`src/hdl/alcd_pkg.sv`:
```
// Shared constants, register indexes and types for the ambient light change detector.
`default_nettype none

package alcd_pkg;

    // Fixed field widths
    localparam int TIME_BITS     = 32;
    localparam int THR_BITS      = 7;
    localparam int COOL_BITS     = 16;
    localparam int CFG_ADDR_BITS = 1;
    localparam int CFG_DATA_BITS = 16;

    // Scale factors of the change test: |avg - applied| * 100 >= thr * (applied + 1.0 lux)
    localparam int                PCT_BITS      = 7;
    localparam logic [PCT_BITS-1:0] PERCENT_SCALE = 7'd100;
    localparam int                LUX_ONE       = 16;

    // Register indexes
    localparam logic [CFG_ADDR_BITS-1:0] REG_THRESHOLD = 1'b0;
    localparam logic [CFG_ADDR_BITS-1:0] REG_COOLDOWN  = 1'b1;

    // Register reset values
    localparam logic [THR_BITS-1:0]  THRESHOLD_RESET = 7'd10;
    localparam logic [COOL_BITS-1:0] COOLDOWN_RESET  = 16'd500;

    // Sequencer states
    typedef enum logic [3:0] {
        S_IDLE = 4'b0001,
        S_DIV  = 4'b0010,
        S_MUL  = 4'b0100,
        S_DONE = 4'b1000
    } state_t;

endpackage

`default_nettype wire

```
`src/hdl/alcd_serial_div.sv`:
```
// Bit-serial restoring divider: one quotient bit per cycle.
`default_nettype none

module alcd_serial_div #(
    parameter int DIVIDEND_BITS = 24,
    parameter int DIVISOR_BITS  = 4
) (
    input  wire logic                     aclk,
    input  wire logic                     aresetn,
    input  wire logic                     start,
    input  wire logic [DIVIDEND_BITS-1:0] dividend,
    input  wire logic [DIVISOR_BITS-1:0]  divisor,
    output logic      [DIVIDEND_BITS-1:0] quotient,
    output logic                          done
);

    localparam int CNT_BITS = $clog2(DIVIDEND_BITS + 1);

    logic [DIVIDEND_BITS-1:0] dvd_reg;
    logic [DIVISOR_BITS-1:0]  rem_reg;
    logic [DIVISOR_BITS-1:0]  dsr_reg;
    logic [CNT_BITS-1:0]      cnt_reg;
    logic                     run_reg;
    logic                     done_reg;

    logic [DIVISOR_BITS:0]    trial;
    logic [DIVISOR_BITS:0]    diff;
    logic                     ge;

    // shift next dividend bit into the partial remainder
    assign trial = {rem_reg, dvd_reg[DIVIDEND_BITS-1]};
    assign ge    = trial >= {1'b0, dsr_reg};
    assign diff  = trial - {1'b0, dsr_reg};

    always_ff @(posedge aclk) begin
        if (!aresetn) begin
            run_reg  <= 1'b0;
            done_reg <= 1'b0;
            cnt_reg  <= '0;
        end else begin
            done_reg <= 1'b0;
            if (start) begin
                run_reg <= 1'b1;
                cnt_reg <= CNT_BITS'(DIVIDEND_BITS);
            end else if (run_reg) begin
                cnt_reg <= cnt_reg - 1'b1;
                if (cnt_reg == CNT_BITS'(1)) begin
                    run_reg  <= 1'b0;
                    done_reg <= 1'b1;
                end
            end
        end
    end

    always_ff @(posedge aclk) begin
        if (start) begin
            dvd_reg <= dividend;
            dsr_reg <= divisor;
            rem_reg <= '0;
        end else if (run_reg) begin
            // quotient bits fill the dividend register from the bottom
            dvd_reg <= {dvd_reg[DIVIDEND_BITS-2:0], ge};
            rem_reg <= ge ? diff[DIVISOR_BITS-1:0] : trial[DIVISOR_BITS-1:0];
        end
    end

    assign quotient = dvd_reg;
    assign done     = done_reg;

endmodule

`default_nettype wire

```
`src/hdl/alcd_serial_cmp.sv`:
```
// Shift-add unit deciding diff * 100 >= thr * base, one multiplier bit per cycle.
`default_nettype none

module alcd_serial_cmp #(
    parameter int LUX_BITS = 20
) (
    input  wire logic                          aclk,
    input  wire logic                          aresetn,
    input  wire logic                          start,
    input  wire logic [LUX_BITS-1:0]           diff,
    input  wire logic [LUX_BITS:0]             base,
    input  wire logic [alcd_pkg::THR_BITS-1:0] thr,
    output logic                               ge,
    output logic                               done
);

    localparam int ACC_BITS = LUX_BITS + 9;
    localparam int PCT_BITS = alcd_pkg::PCT_BITS;
    localparam int CNT_BITS = $clog2(PCT_BITS + 1);

    logic [ACC_BITS-1:0] acc_reg;
    logic [ACC_BITS-1:0] acc_next;
    logic [ACC_BITS-1:0] dsh_reg;
    logic [ACC_BITS-1:0] bsh_reg;
    logic [PCT_BITS-1:0] ksh_reg;
    logic [PCT_BITS-1:0] tsh_reg;
    logic [CNT_BITS-1:0] cnt_reg;
    logic                run_reg;
    logic                done_reg;

    // two's complement accumulator of diff*100 - thr*base
    assign acc_next = acc_reg + (ksh_reg[0] ? dsh_reg : '0) - (tsh_reg[0] ? bsh_reg : '0);

    always_ff @(posedge aclk) begin
        if (!aresetn) begin
            run_reg  <= 1'b0;
            done_reg <= 1'b0;
            cnt_reg  <= '0;
        end else begin
            done_reg <= 1'b0;
            if (start) begin
                run_reg <= 1'b1;
                cnt_reg <= CNT_BITS'(PCT_BITS);
            end else if (run_reg) begin
                cnt_reg <= cnt_reg - 1'b1;
                if (cnt_reg == CNT_BITS'(1)) begin
                    run_reg  <= 1'b0;
                    done_reg <= 1'b1;
                end
            end
        end
    end

    always_ff @(posedge aclk) begin
        if (start) begin
            acc_reg <= '0;
            dsh_reg <= ACC_BITS'(diff);
            bsh_reg <= ACC_BITS'(base);
            ksh_reg <= alcd_pkg::PERCENT_SCALE;
            tsh_reg <= thr;
        end else if (run_reg) begin
            acc_reg <= acc_next;
            dsh_reg <= {dsh_reg[ACC_BITS-2:0], 1'b0};
            bsh_reg <= {bsh_reg[ACC_BITS-2:0], 1'b0};
            ksh_reg <= {1'b0, ksh_reg[PCT_BITS-1:1]};
            tsh_reg <= {1'b0, tsh_reg[PCT_BITS-1:1]};
        end
    end

    assign ge   = !acc_reg[ACC_BITS-1];
    assign done = done_reg;

endmodule

`default_nettype wire

```
`src/hdl/ambient_light_change_detector_unit.sv`:
```
// Top level of the ambient light change detector: sample window, serial mean and change test.
//
//  Channel | Dir | Handshake          | Content
//  --------+-----+--------------------+------------------------------------------------------
//  s_      | in  | s_tvalid/s_tready  | tdata: sample_lux, now_ms; tuser: sample_valid, busy
//  m_      | out | m_tvalid/m_tready  | tdata: average_lux; tuser: apply_update, deferred
//  cfg_    | in  | cfg_we             | cfg_addr 0 threshold_percent, 1 cooldown_ms
//
// One transaction in gives one transaction out. From acceptance to a loaded
// result, a valid read passes through the bit-serial mean divider and the
// 7-step shift-add test; an invalid read skips the test and goes from the
// divider straight to the output register.
// A finished result sits in the output register, so the next item is taken
// while it waits; a stalled m_tready holds the sequencer only once a second
// result is ready. Reset is synchronous, active low; no clearing pass.
`default_nettype none

module ambient_light_change_detector_unit #(
    parameter int WINDOW   = 10,
    parameter int LUX_BITS = 20,
    localparam int IN_DATA_BITS  = ((LUX_BITS + alcd_pkg::TIME_BITS + 7) / 8) * 8,
    localparam int OUT_DATA_BITS = ((LUX_BITS + 7) / 8) * 8
) (
    input  wire logic                                aclk,
    input  wire logic                                aresetn,
    // sample channel
    input  wire logic                                s_tvalid,
    output logic                                     s_tready,
    input  wire logic [IN_DATA_BITS-1:0]             s_tdata,  // sample_lux, now_ms, zero pad
    input  wire logic [1:0]                          s_tuser,  // sample_valid, transition_busy
    // result channel
    output logic                                     m_tvalid,
    input  wire logic                                m_tready,
    output logic      [OUT_DATA_BITS-1:0]            m_tdata,  // average_lux, zero pad
    output logic      [1:0]                          m_tuser,  // apply_update, update_deferred
    // configuration
    input  wire logic                                cfg_we,
    input  wire logic [alcd_pkg::CFG_ADDR_BITS-1:0]  cfg_addr,
    input  wire logic [alcd_pkg::CFG_DATA_BITS-1:0]  cfg_wdata
);

    localparam int TIME_BITS = alcd_pkg::TIME_BITS;
    localparam int CNT_BITS  = $clog2(WINDOW + 1);
    localparam int SUM_BITS  = LUX_BITS + $clog2(WINDOW);
    localparam int SLOT_BITS = (WINDOW > 1) ? $clog2(WINDOW) : 1;

    // configuration registers
    logic [alcd_pkg::THR_BITS-1:0]  thr_reg;
    logic [alcd_pkg::COOL_BITS-1:0] cool_reg;

    // sequencer
    alcd_pkg::state_t state_reg, state_next;
    logic             div_start_reg;
    logic             cmp_start_reg;

    // latched item
    logic                 item_valid_reg;
    logic                 item_busy_reg;
    logic [TIME_BITS-1:0] now_reg;

    // window state
    logic [LUX_BITS-1:0]  ring_reg [WINDOW];
    logic [SUM_BITS-1:0]  sum_reg;
    logic [SUM_BITS-1:0]  sum_next;
    logic [CNT_BITS-1:0]  count_reg;
    logic [SLOT_BITS-1:0] slot_reg;
    logic [LUX_BITS-1:0]  applied_lux_reg;
    logic [TIME_BITS-1:0] applied_time_reg;

    // working result
    logic [LUX_BITS-1:0]  avg_reg;
    logic                 res_apply_reg;
    logic                 res_defer_reg;

    // output register
    logic                 m_tvalid_reg;
    logic [LUX_BITS-1:0]  out_avg_reg;
    logic                 out_apply_reg;
    logic                 out_defer_reg;

    logic                 accept;
    logic                 out_load;
    logic                 full;
    logic [LUX_BITS-1:0]  lux_in;
    logic [LUX_BITS-1:0]  leaving;
    logic [SUM_BITS-1:0]  div_quot;
    logic                 div_done;
    logic [LUX_BITS-1:0]  avg_calc;
    logic [LUX_BITS-1:0]  diff;
    logic [LUX_BITS:0]    base;
    logic                 cmp_ge;
    logic                 cmp_done;
    logic [TIME_BITS-1:0] elapsed;
    logic                 qualifies;

    assign s_tready = (state_reg == alcd_pkg::S_IDLE);
    assign accept   = s_tvalid && s_tready;
    assign out_load = (state_reg == alcd_pkg::S_DONE) && (!m_tvalid_reg || m_tready);

    assign lux_in  = s_tdata[LUX_BITS-1:0];
    assign full    = (count_reg == CNT_BITS'(WINDOW));
    // oldest sample drops out once the window is full
    assign leaving = full ? ring_reg[slot_reg] : '0;
    assign sum_next = sum_reg - SUM_BITS'(leaving) + SUM_BITS'(lux_in);

    // mean of an empty window is zero
    assign avg_calc = (count_reg == '0) ? '0 : div_quot[LUX_BITS-1:0];

    // change test operands
    assign diff = (avg_reg >= applied_lux_reg) ? (avg_reg - applied_lux_reg)
                                               : (applied_lux_reg - avg_reg);
    assign base = {1'b0, applied_lux_reg} + (LUX_BITS + 1)'(alcd_pkg::LUX_ONE);

    // elapsed time wraps modulo 2^32
    assign elapsed   = now_reg - applied_time_reg;
    assign qualifies = cmp_ge && (elapsed >= TIME_BITS'(cool_reg));

    alcd_serial_div #(
        .DIVIDEND_BITS (SUM_BITS),
        .DIVISOR_BITS  (CNT_BITS)
    ) u_div (
        .aclk     (aclk),
        .aresetn  (aresetn),
        .start    (div_start_reg),
        .dividend (sum_reg),
        .divisor  (count_reg),
        .quotient (div_quot),
        .done     (div_done)
    );

    alcd_serial_cmp #(
        .LUX_BITS (LUX_BITS)
    ) u_cmp (
        .aclk    (aclk),
        .aresetn (aresetn),
        .start   (cmp_start_reg),
        .diff    (diff),
        .base    (base),
        .thr     (thr_reg),
        .ge      (cmp_ge),
        .done    (cmp_done)
    );

    // sequencer next state
    always_comb begin
        state_next = state_reg;
        unique case (state_reg)
            alcd_pkg::S_IDLE: begin
                if (accept) state_next = alcd_pkg::S_DIV;
            end
            alcd_pkg::S_DIV: begin
                if (div_done) state_next = item_valid_reg ? alcd_pkg::S_MUL : alcd_pkg::S_DONE;
            end
            alcd_pkg::S_MUL: begin
                if (cmp_done) state_next = alcd_pkg::S_DONE;
            end
            alcd_pkg::S_DONE: begin
                if (out_load) state_next = alcd_pkg::S_IDLE;
            end
            default: state_next = alcd_pkg::S_IDLE;
        endcase
    end

    // control state
    always_ff @(posedge aclk) begin
        if (!aresetn) begin
            state_reg        <= alcd_pkg::S_IDLE;
            div_start_reg    <= 1'b0;
            cmp_start_reg    <= 1'b0;
            thr_reg          <= alcd_pkg::THRESHOLD_RESET;
            cool_reg         <= alcd_pkg::COOLDOWN_RESET;
            sum_reg          <= '0;
            count_reg        <= '0;
            slot_reg         <= '0;
            applied_lux_reg  <= '0;
            applied_time_reg <= '0;
            m_tvalid_reg     <= 1'b0;
        end else begin
            state_reg     <= state_next;
            div_start_reg <= accept;
            cmp_start_reg <= div_done && item_valid_reg;

            if (cfg_we) begin
                unique case (cfg_addr)
                    alcd_pkg::REG_THRESHOLD: thr_reg  <= cfg_wdata[alcd_pkg::THR_BITS-1:0];
                    alcd_pkg::REG_COOLDOWN:  cool_reg <= cfg_wdata[alcd_pkg::COOL_BITS-1:0];
                    default: ;
                endcase
            end

            // window update for a good read
            if (accept && s_tuser[0]) begin
                sum_reg  <= sum_next;
                if (!full) count_reg <= count_reg + 1'b1;
                slot_reg <= (slot_reg == SLOT_BITS'(WINDOW - 1)) ? '0 : slot_reg + 1'b1;
            end

            if (cmp_done && qualifies && !item_busy_reg) begin
                applied_lux_reg  <= avg_reg;
                applied_time_reg <= now_reg;
            end

            if (out_load) m_tvalid_reg <= 1'b1;
            else if (m_tready) m_tvalid_reg <= 1'b0;
        end
    end

    // payload
    always_ff @(posedge aclk) begin
        if (accept) begin
            item_valid_reg <= s_tuser[0];
            item_busy_reg  <= s_tuser[1];
            now_reg        <= s_tdata[LUX_BITS +: TIME_BITS];
            if (s_tuser[0]) ring_reg[slot_reg] <= lux_in;
        end
        if (div_done) begin
            avg_reg       <= avg_calc;
            res_apply_reg <= 1'b0;
            res_defer_reg <= 1'b0;
        end
        if (cmp_done) begin
            res_apply_reg <= qualifies && !item_busy_reg;
            res_defer_reg <= qualifies && item_busy_reg;
        end
        if (out_load) begin
            out_avg_reg   <= avg_reg;
            out_apply_reg <= res_apply_reg;
            out_defer_reg <= res_defer_reg;
        end
    end

    assign m_tvalid = m_tvalid_reg;
    assign m_tdata  = OUT_DATA_BITS'(out_avg_reg);
    assign m_tuser  = {out_defer_reg, out_apply_reg};

`ifndef SYNTHESIS
    a_accept_starts_div: assert property (@(posedge aclk) disable iff (!aresetn)
        accept |=> (state_reg == alcd_pkg::S_DIV))
        else $error("accepted transaction did not start the divider");

    a_no_apply_and_defer: assert property (@(posedge aclk) disable iff (!aresetn)
        m_tvalid |-> !(m_tuser[0] && m_tuser[1]))
        else $error("update both applied and deferred");

    a_invalid_no_flags: assert property (@(posedge aclk) disable iff (!aresetn)
        ((state_reg == alcd_pkg::S_DONE) && !item_valid_reg)
            |-> !(res_apply_reg || res_defer_reg))
        else $error("invalid read raised an update flag");

    a_count_bounded: assert property (@(posedge aclk) disable iff (!aresetn)
        (count_reg <= CNT_BITS'(WINDOW)))
        else $error("stored count exceeds window");
`endif

endmodule

`default_nettype wire

```
`config.mk`:
```
export PLATFORM = sky130hd
export DESIGN_NAME = ambient_light_change_detector_unit
export DESIGN_NICKNAME = d
export VERILOG_FILES = /design/src/hdl/alcd_pkg.sv /design/src/hdl/alcd_serial_div.sv /design/src/hdl/alcd_serial_cmp.sv /design/src/hdl/ambient_light_change_detector_unit.sv
export SDC_FILE = /design/constraint.sdc
export NUM_CORES = 1
export LEC_CHECK = 0
export BUFFER_PORTS_ARGS = -buffer_cell sky130_fd_sc_hd__buf_2
export CAP_MARGIN = 20
export CORE_MARGIN = 2
export CORE_UTILIZATION = 60
export CTS_CLUSTER_DIAMETER = 50
export DETAILED_ROUTE_END_ITERATION = 12
export GPL_TIMING_DRIVEN = 0
export PLACE_DENSITY = 0.77
export SLEW_MARGIN = 30
export SYNTH_ARGS = -nofsm -noshare
export SYNTH_HDL_FRONTEND = slang
export SYNTH_SLANG_ARGS = --single-unit
```
`constraint.sdc`:
```
create_clock -name aclk -period 7.1 [get_ports aclk]
set_input_delay 0.355 -clock aclk [delete_from_list [all_inputs] [get_ports aclk]]
set_output_delay 0.355 -clock aclk [all_outputs]
set_load 0.05 [all_outputs]
```
==> flow_summary.ini, run 1 <==
[route]
antenna_left = 0
drc_errors = 0
wl_per_cell_um = 19.37
viasPerCell = 5.820
first_pass_iters = 6
vias = 21130
wirelength_mm = 70.30
drt-initial-drc-count = 1713

[flow_run]
drv_cap = 0

[global_routing]
grt.total_usage = 0.2837
grt_overflow_total = 0
grt.busiest_layer = met2
grt_first_pass_wirelength_mm = 113.2
met1_usage = 0.3646
use_met2 = 0.4874
grt_antenna_before_repair = 1
grt_max_degree = 48
grt_pass1_vias = 21320
gr-usage-met3 = 0.04120

[clocking]
cts_buffers = 66
clk_root_buffer_cell = clkbuf_16
tritoncts = built
cts_max_level = 3
clk_path_buf_depth = 3
cts_resized = 0
cts.clk_slew.worst_paths_ps = 60
cts.sinks = 541
clkLatencyLatePin_ps = 620

[finish]
final_area_sq_mm = 0.03367
fin_cells = 3630
diodes = 0
largest_reg_flops = 200
ff_latch_area_sq_mm = 0.01438
multi_input_area_sq_mm = 0.01342
final_nets = 3240
drive_above_1_share = 0.1263
filler_cell_count = 3478
fin_util = 0.6921
syn_to_final_growth_pct = 14.55

[critical_path]
criticalPathCategory = reg -> reg
crit_path_frequent_cell = ha_1
cp.depth = 19
cp_cell_sequence = inv_1, ha_1, fa_1, nand2b_1, a21oi_1, o211ai_1, a211oi_1, nor2_1, xnor2_1, ha_1, nand4_1, nor4b_1, nor4_1, and4b_1, o2111a_1, a311oi_1, buf_2, buf_6, mux2i_1
max_stage_delay_ps = 770
ff2ff_path_depth = 19
worstPathArrival_ps = 6480
cp.required_ps = 7620
critPathSlowestCell = a211oi_1
crit_buf_inv = 3
worstPathMaxFanout = 10
start_kind = flop
path_delay_family = simple AND/OR/NAND/NOR gates
end_kind = flop

[sta]
setup_viol = 0
setup_tns_ps = 0
maxSlewViolCount = 0
worst_slew_pin_slew_ps = 1002
hold_viol = 0
slew_headroom = 0.3319
finalClockSkew_ps = 29.56
worst_slack_ps = 1134
timing.fmax_mhz = 167.6
post-route-min-period_ps = 5966
rsz0062_at_grt = false
fin_crit_sh = 0.8403

[place]
place_ws_ps = 1206
dp.final_hpwl_mm = 51.10
gp_congestion = 0.9167
postPlaceCellArea_sq_mm = 0.03097
io_buffers = 98
dp.cells = 3465

[logic_synthesis]
avgSynthCellArea_sq_um = 10.81
synth.top_cells.by_area = edfxtp_1 36%, dfxtp_1 13%, ha_1 6.4%, mux2i_1 4.1%, inv_1 3.6%
synth_flop_cell = edfxtp_1
synth-edff-count = 354
synth_area_sq_mm = 0.02939
synthTopCellsByCount = 354 x edfxtp_1, 285 x inv_1, 282 x nand2_1
ys_ff_latch = 541
async_reset_ff_frac = 0
yosys.area.top_type = edfxtp_1
ys_seq_area_frac = 0.4890
ys_types = 84
post-synth-top-count-cell = edfxtp_1
syn_inst = 2718
synth_top_area_frac = 0.3617
ys_warn_count = 0

[die]
fp.dieH_um = 225.3
core_sq_mm = 0.04865
initial_core_util = 0.6042
core.rowCount = 81
dieArea_sq_mm = 0.05078
ios = 108
die_x_um = 225.3

[min_path]
worstHoldPathCells = 3
hp-class = in -> reg

[pwr]
power_leakage_uw = 0.01297
vdd.ir_drop.worst_mv = 0.2998
powerDensity_mw_per_mm2 = 256.5

[run_status]
status = finished, final reports clean
## logic make-up (layout without fill, tap and decap cells)
family / Yosys count / after routing / synth area share
xor gates and xnor gates: 105 / 105 / 0.03129
DFF: 541 / 541 / 0.4890
and+or+nand+nor: 739 / 739 / 0.1211
buffers and inverters: 419 / 706 / 0.05691
other: 1 / 4 / 0.0001276
adders and majority gates: 203 / 203 / 0.09969
muxes: 206 / 206 / 0.08909
AOI/OAI and AO/OA: 504 / 504 / 0.1128
## worst register-to-register path, delay by kind of cell (launching register included)
family	cells	cell delay [ps]
simple gates	6	1720
compound gates	5	1710
fa+ha+maj	3	920
buf+inv	3	690
flops	1	360
mux	1	260
xor+xnor	1	200
## metal layers
| metal | wire length, um | part of all wire |
|---|---|---|
| met5 | 0 | 0 |
| met4 | 2459 | 0.035 |
| met3 | 3300 | 0.047 |
| met2 | 34730 | 0.49 |
| met1 | 29800 | 0.42 |
## placed cells by master (no fill, tap or decap), drive strengths merged, types with 9 or more instances in the layout
master / instances
mux2: 45
clkinv: 17
mux4: 40
nor4: 14
a21o: 58
or3: 9
nor2: 127
mux2i: 121
dfxtp: 187
o21ai: 90
buf: 164
and2: 59
edfxtp: 354
inv: 293
nor2b: 65
dlygate4sd3: 46
and3: 16
xor2: 34
nand3: 57
xnor2: 71
nand4: 21
a21boi: 26
o21bai: 11
o211ai: 14
nor3: 27
a211oi: 60
nand2: 282
o21a: 20
a31oi: 16
ha: 151
nand2b: 30
clkbuf: 180
a21oi: 141
fa: 52
## stage by stage
| step | power (uW) | hold WS [ps] |
|---|---|---|
| detailed placement | 5242 | 411.6 |
| finish | 8637 | 27.84 |
| CTS | 8669 | 1.631 |
| global route | 9011 | 13.90 |
| floorplan | 4848 | 400.3 |
| global placement | 5167 | 404.6 |
## worst paths after layout
path                                             startpoint                                to  slack, ps
worst max-delay path                   now_reg[0]$_DFFE_PP_  applied_time_reg[3]$_SDFFE_PN0P_       1130
worst min-delay path                           cfg_wdata[5]          cool_reg[5]$_SDFFE_PN1P_         30
worst max register to register         now_reg[0]$_DFFE_PP_  applied_time_reg[3]$_SDFFE_PN0P_       1130
worst min register to register  res_defer_reg$_SDFFCE_PN0P_           out_defer_reg$_DFFE_PP_        430
## final cells by class
class / instances / share of cell area
Tap cell: 622 / 0.02311
Timing Repair Buffer: 168 / 0.03504
Clock buffer: 89 / 0.05496
Inverter: 286 / 0.03189
Multi-Input combinational cell: 1761 / 0.3986
Sequential cell: 541 / 0.4270
Clock inverter: 30 / 0.01141
Buffer: 133 / 0.01802
## power breakdown
group | leakage, uW | internal (uW) | total, uW | switching, uW
registers | 0.00475 | 3510 | 3600 | 87.7
logic | 0.00713 | 691 | 1640 | 952
clock network | 0.00109 | 2020 | 3400 | 1380
## timing repair
| action | 4_1_cts | 5_1_grt |
|---|---|---|
| hold buffers | 46 | 0 |
| buffers inserted | 0 | 0 |
| endpoints found under the hold margin | 46 | 0 |
(Power assumes the default switching activity.)
==> inputs of run 2 (changes only) <==
CORE_UTILIZATION = 57   (was 60)
PLACE_DENSITY = 0.76   (was 0.77)
clock period = 5 ns   (was 7.1 ns; I/O delays follow)
==> flow_summary.ini, run 2 (synthesis results as in run 1) <==
[critical_path]
worstPathArrival_ps = 5310
cp.required_ps = 5480
end_kind = flop
critPathSlowestCell = fa_1
crit_buf_inv = 3
criticalPathCategory = reg -> reg
timing.rr.start = now_reg[0]$_DFFE_PP_
crit_path_frequent_cell = ha_1
worstPathMaxFanout = 10
cp_cell_sequence = inv_1, ha_1, fa_1, nand2b_4, a21oi_4, o211ai_1, a211oi_4, nor2_4, xnor2_2, ha_1, a21o_1, a32o_1, a211oi_1, nand4_1, nor4_1, and4b_1, o2111a_2, a311oi_2, buf_4, buf_6, mux2i_1
ff2ff_path_depth = 21
r2r_slack_ps = 170
max_stage_delay_ps = 420
regToRegEndpoint = applied_lux_reg[15]$_SDFFE_PN0P_
start_kind = flop
path_delay_family = compound AO/OA/AOI/OAI gates

[route]
antenna_left = 0
drt-initial-drc-count = 1656
first_pass_iters = 6
wl_per_cell_um = 19.08
wirelength_mm = 70.95
drc_errors = 0
viasPerCell = 5.687
vias = 21150
wl_met1_mm = 30.39
dr.max_layer_used = met4
wl_met3_mm = 2.785
route.met2.wl_mm = 35.94

[place]
place_ws_ps = -865.2
dp.final_hpwl_mm = 50.79
io_buffers = 98
gp_congestion = 0.9194

[finish]
syn_to_final_growth_pct = 16.74
largest_reg_flops = 200
layout_commonest_cell = edfxtp_1
fin_util = 0.6702
final_cell_mix = 354 x edfxtp_1, 285 x inv_1, 282 x nand2_1
drive_above_1_share = 0.1366
filler_cell_count = 3731
final_nets = 3265

[pwr]
seqPwrFrac = 0.408
vdd.ir_drop.worst_mv = 0.3111
power_switching_uw = 3546
power_leakage_uw = 0.01319
pwr-share-comb = 0.191
powerDensity_mw_per_mm2 = 365.0
clkPwrFrac = 0.401
p_int_uw = 8977
sw_frac_of_total = 0.2831

[sta]
fin_crit_sh = 0.9656
worst_slack_ps = 172.2
hold_viol = 0
post-route-min-period_ps = 4828
setup_viol = 0
worst_slew_pin_slew_ps = 990.2
finalClockSkew_ps = 35.71
slew_headroom = 0.3329
timing.fmax_mhz = 207.1
rsz0062_at_grt = true
maxSlewViolCount = 0

[clocking]
cts_buffers = 68
cts.clk_slew.worst_paths_ps = 60
clkLatencyLatePin_ps = 630
cts_max_level = 3
clk_root_buffer_cell = clkbuf_16
cts.sinks = 541
clk_path_buf_depth = 3
tritoncts = built

[global_routing]
grt_antenna_before_repair = 0
grt_max_degree = 46
grt_overflow_total = 0
grt.total_usage = 0.2695
grt_first_pass_wirelength_mm = 114.4
grt_pass1_vias = 21870

[min_path]
min_to = m_tvalid$_SDFFE_PN0P_
hp-class = in -> reg
hold_start = m_tready
worstHoldPathCells = 3

[die]
ios = 108
core_sq_mm = 0.05120
dieArea_sq_mm = 0.05340
core.rowCount = 83
initial_core_util = 0.5741
die_x_um = 231.1
fp.dieH_um = 231.1

[flow_run]
drv_cap = 0

[run_status]
status = finished, final reports clean
-- run 2: changes by cell type in the layout (fill, tap and decap cells not counted), moves of 3 or more --
cell | before | now
buf_2 | 126 | 122
clkinv_2 | 5 | 8
a21oi_1 | 139 | 136
buf_4 | 18 | 26
a211oi_1 | 60 | 56
clkinv_4 | 6 | 3
inv_8 | 0 | 3
clkbuf_1 | 100 | 88
dlygate4sd3_1 | 46 | 71
a211oi_2 | 0 | 3
buf_1 | 9 | 6
-- run 2: per-stage QoR --
stage	total power [uW]	hold WS [ps]	TNS [ps]	cell area [sq um]	cells
6_report	12520	25.48	0	34310	3718
5_1_grt	13050	16.77	-745.9	34310	3717
4_1_cts	12530	4.021	0	34190	3715
2_1_floorplan	6886	348.9	0	29430	2721
3_5_place_dp	7449	415.5	-48310	31050	3519
3_3_place_gp	7335	402.5	-110510	30770	3499
-- run 2: worst max-delay path by stage --
stage | startpoint | to | slack (ps) | depth (start not counted)
after floorplan | state_reg[0]$_SDFFE_PN1P_ | ring_reg[5][0]$_DFFE_PP_ | 100 | 5
after global routing | flop | sum_reg[22]$_SDFFE_PN0P_ | -70 | 20
after global placement | state_reg[0]$_SDFFE_PN1P_ | ring_reg[2][15]$_DFFE_PP_ | -1150 | 6
final | now_reg[0]$_DFFE_PP_ | applied_lux_reg[15]$_SDFFE_PN0P_ | 170 | 21
after CTS | flop | sum_reg[22]$_SDFFE_PN0P_ | 20 | 19
after detailed placement | flop | sum_reg[22]$_SDFFE_PN0P_ | -870 | 18
-- run 2: metal layers --
metal,track usage,vias up
li1,-,10110
met1,0.3410,10350
met2,0.4811,530
met5,0,-
met4,0.07903,0
met3,0.03752,149
-- run 2: what timing repair did --
| item | 4_1_cts | 5_1_grt |
|---|---|---|
| pin swaps | 1 | 6 |
| hold buffers | 71 | 0 |
| buffers inserted | 1 | 5 |
| resized for setup | 25 | 30 |
| hold endpoints to repair | 259 | 0 |
| setup endpoints to repair | 70 | 61 |
-- run 2: worst min-delay path, cell delays in order --
cell and delay (ps):
buf_2 90, nor2b_1 80, o21a_1 170
-- run 2: power groups by stage --
stage	clock (uW)	combinational [uW]	sequential, uW
global placement	0	2150	5190
floorplan	0	1740	5150
global route	5280	2650	5130
finish	5020	2390	5110
detailed placement	0	2260	5190
CTS	5090	2340	5100
-- run 2: cell type report --
cell class / instances / area (sq um) / area share
timing repair buffer: 195 / 1453 / 0.04234
inverter: 286 / 1074 / 0.03129
buffer: 129 / 623.1 / 0.01816
multi-input combinational: 1761 / 13570 / 0.3954
antenna: 1 / 2.502 / 0.00007293
clock buffer: 86 / 1862 / 0.05426
tap: 680 / 850.8 / 0.02480
clock inverter: 39 / 503.0 / 0.01466
sequential: 541 / 14380 / 0.4190
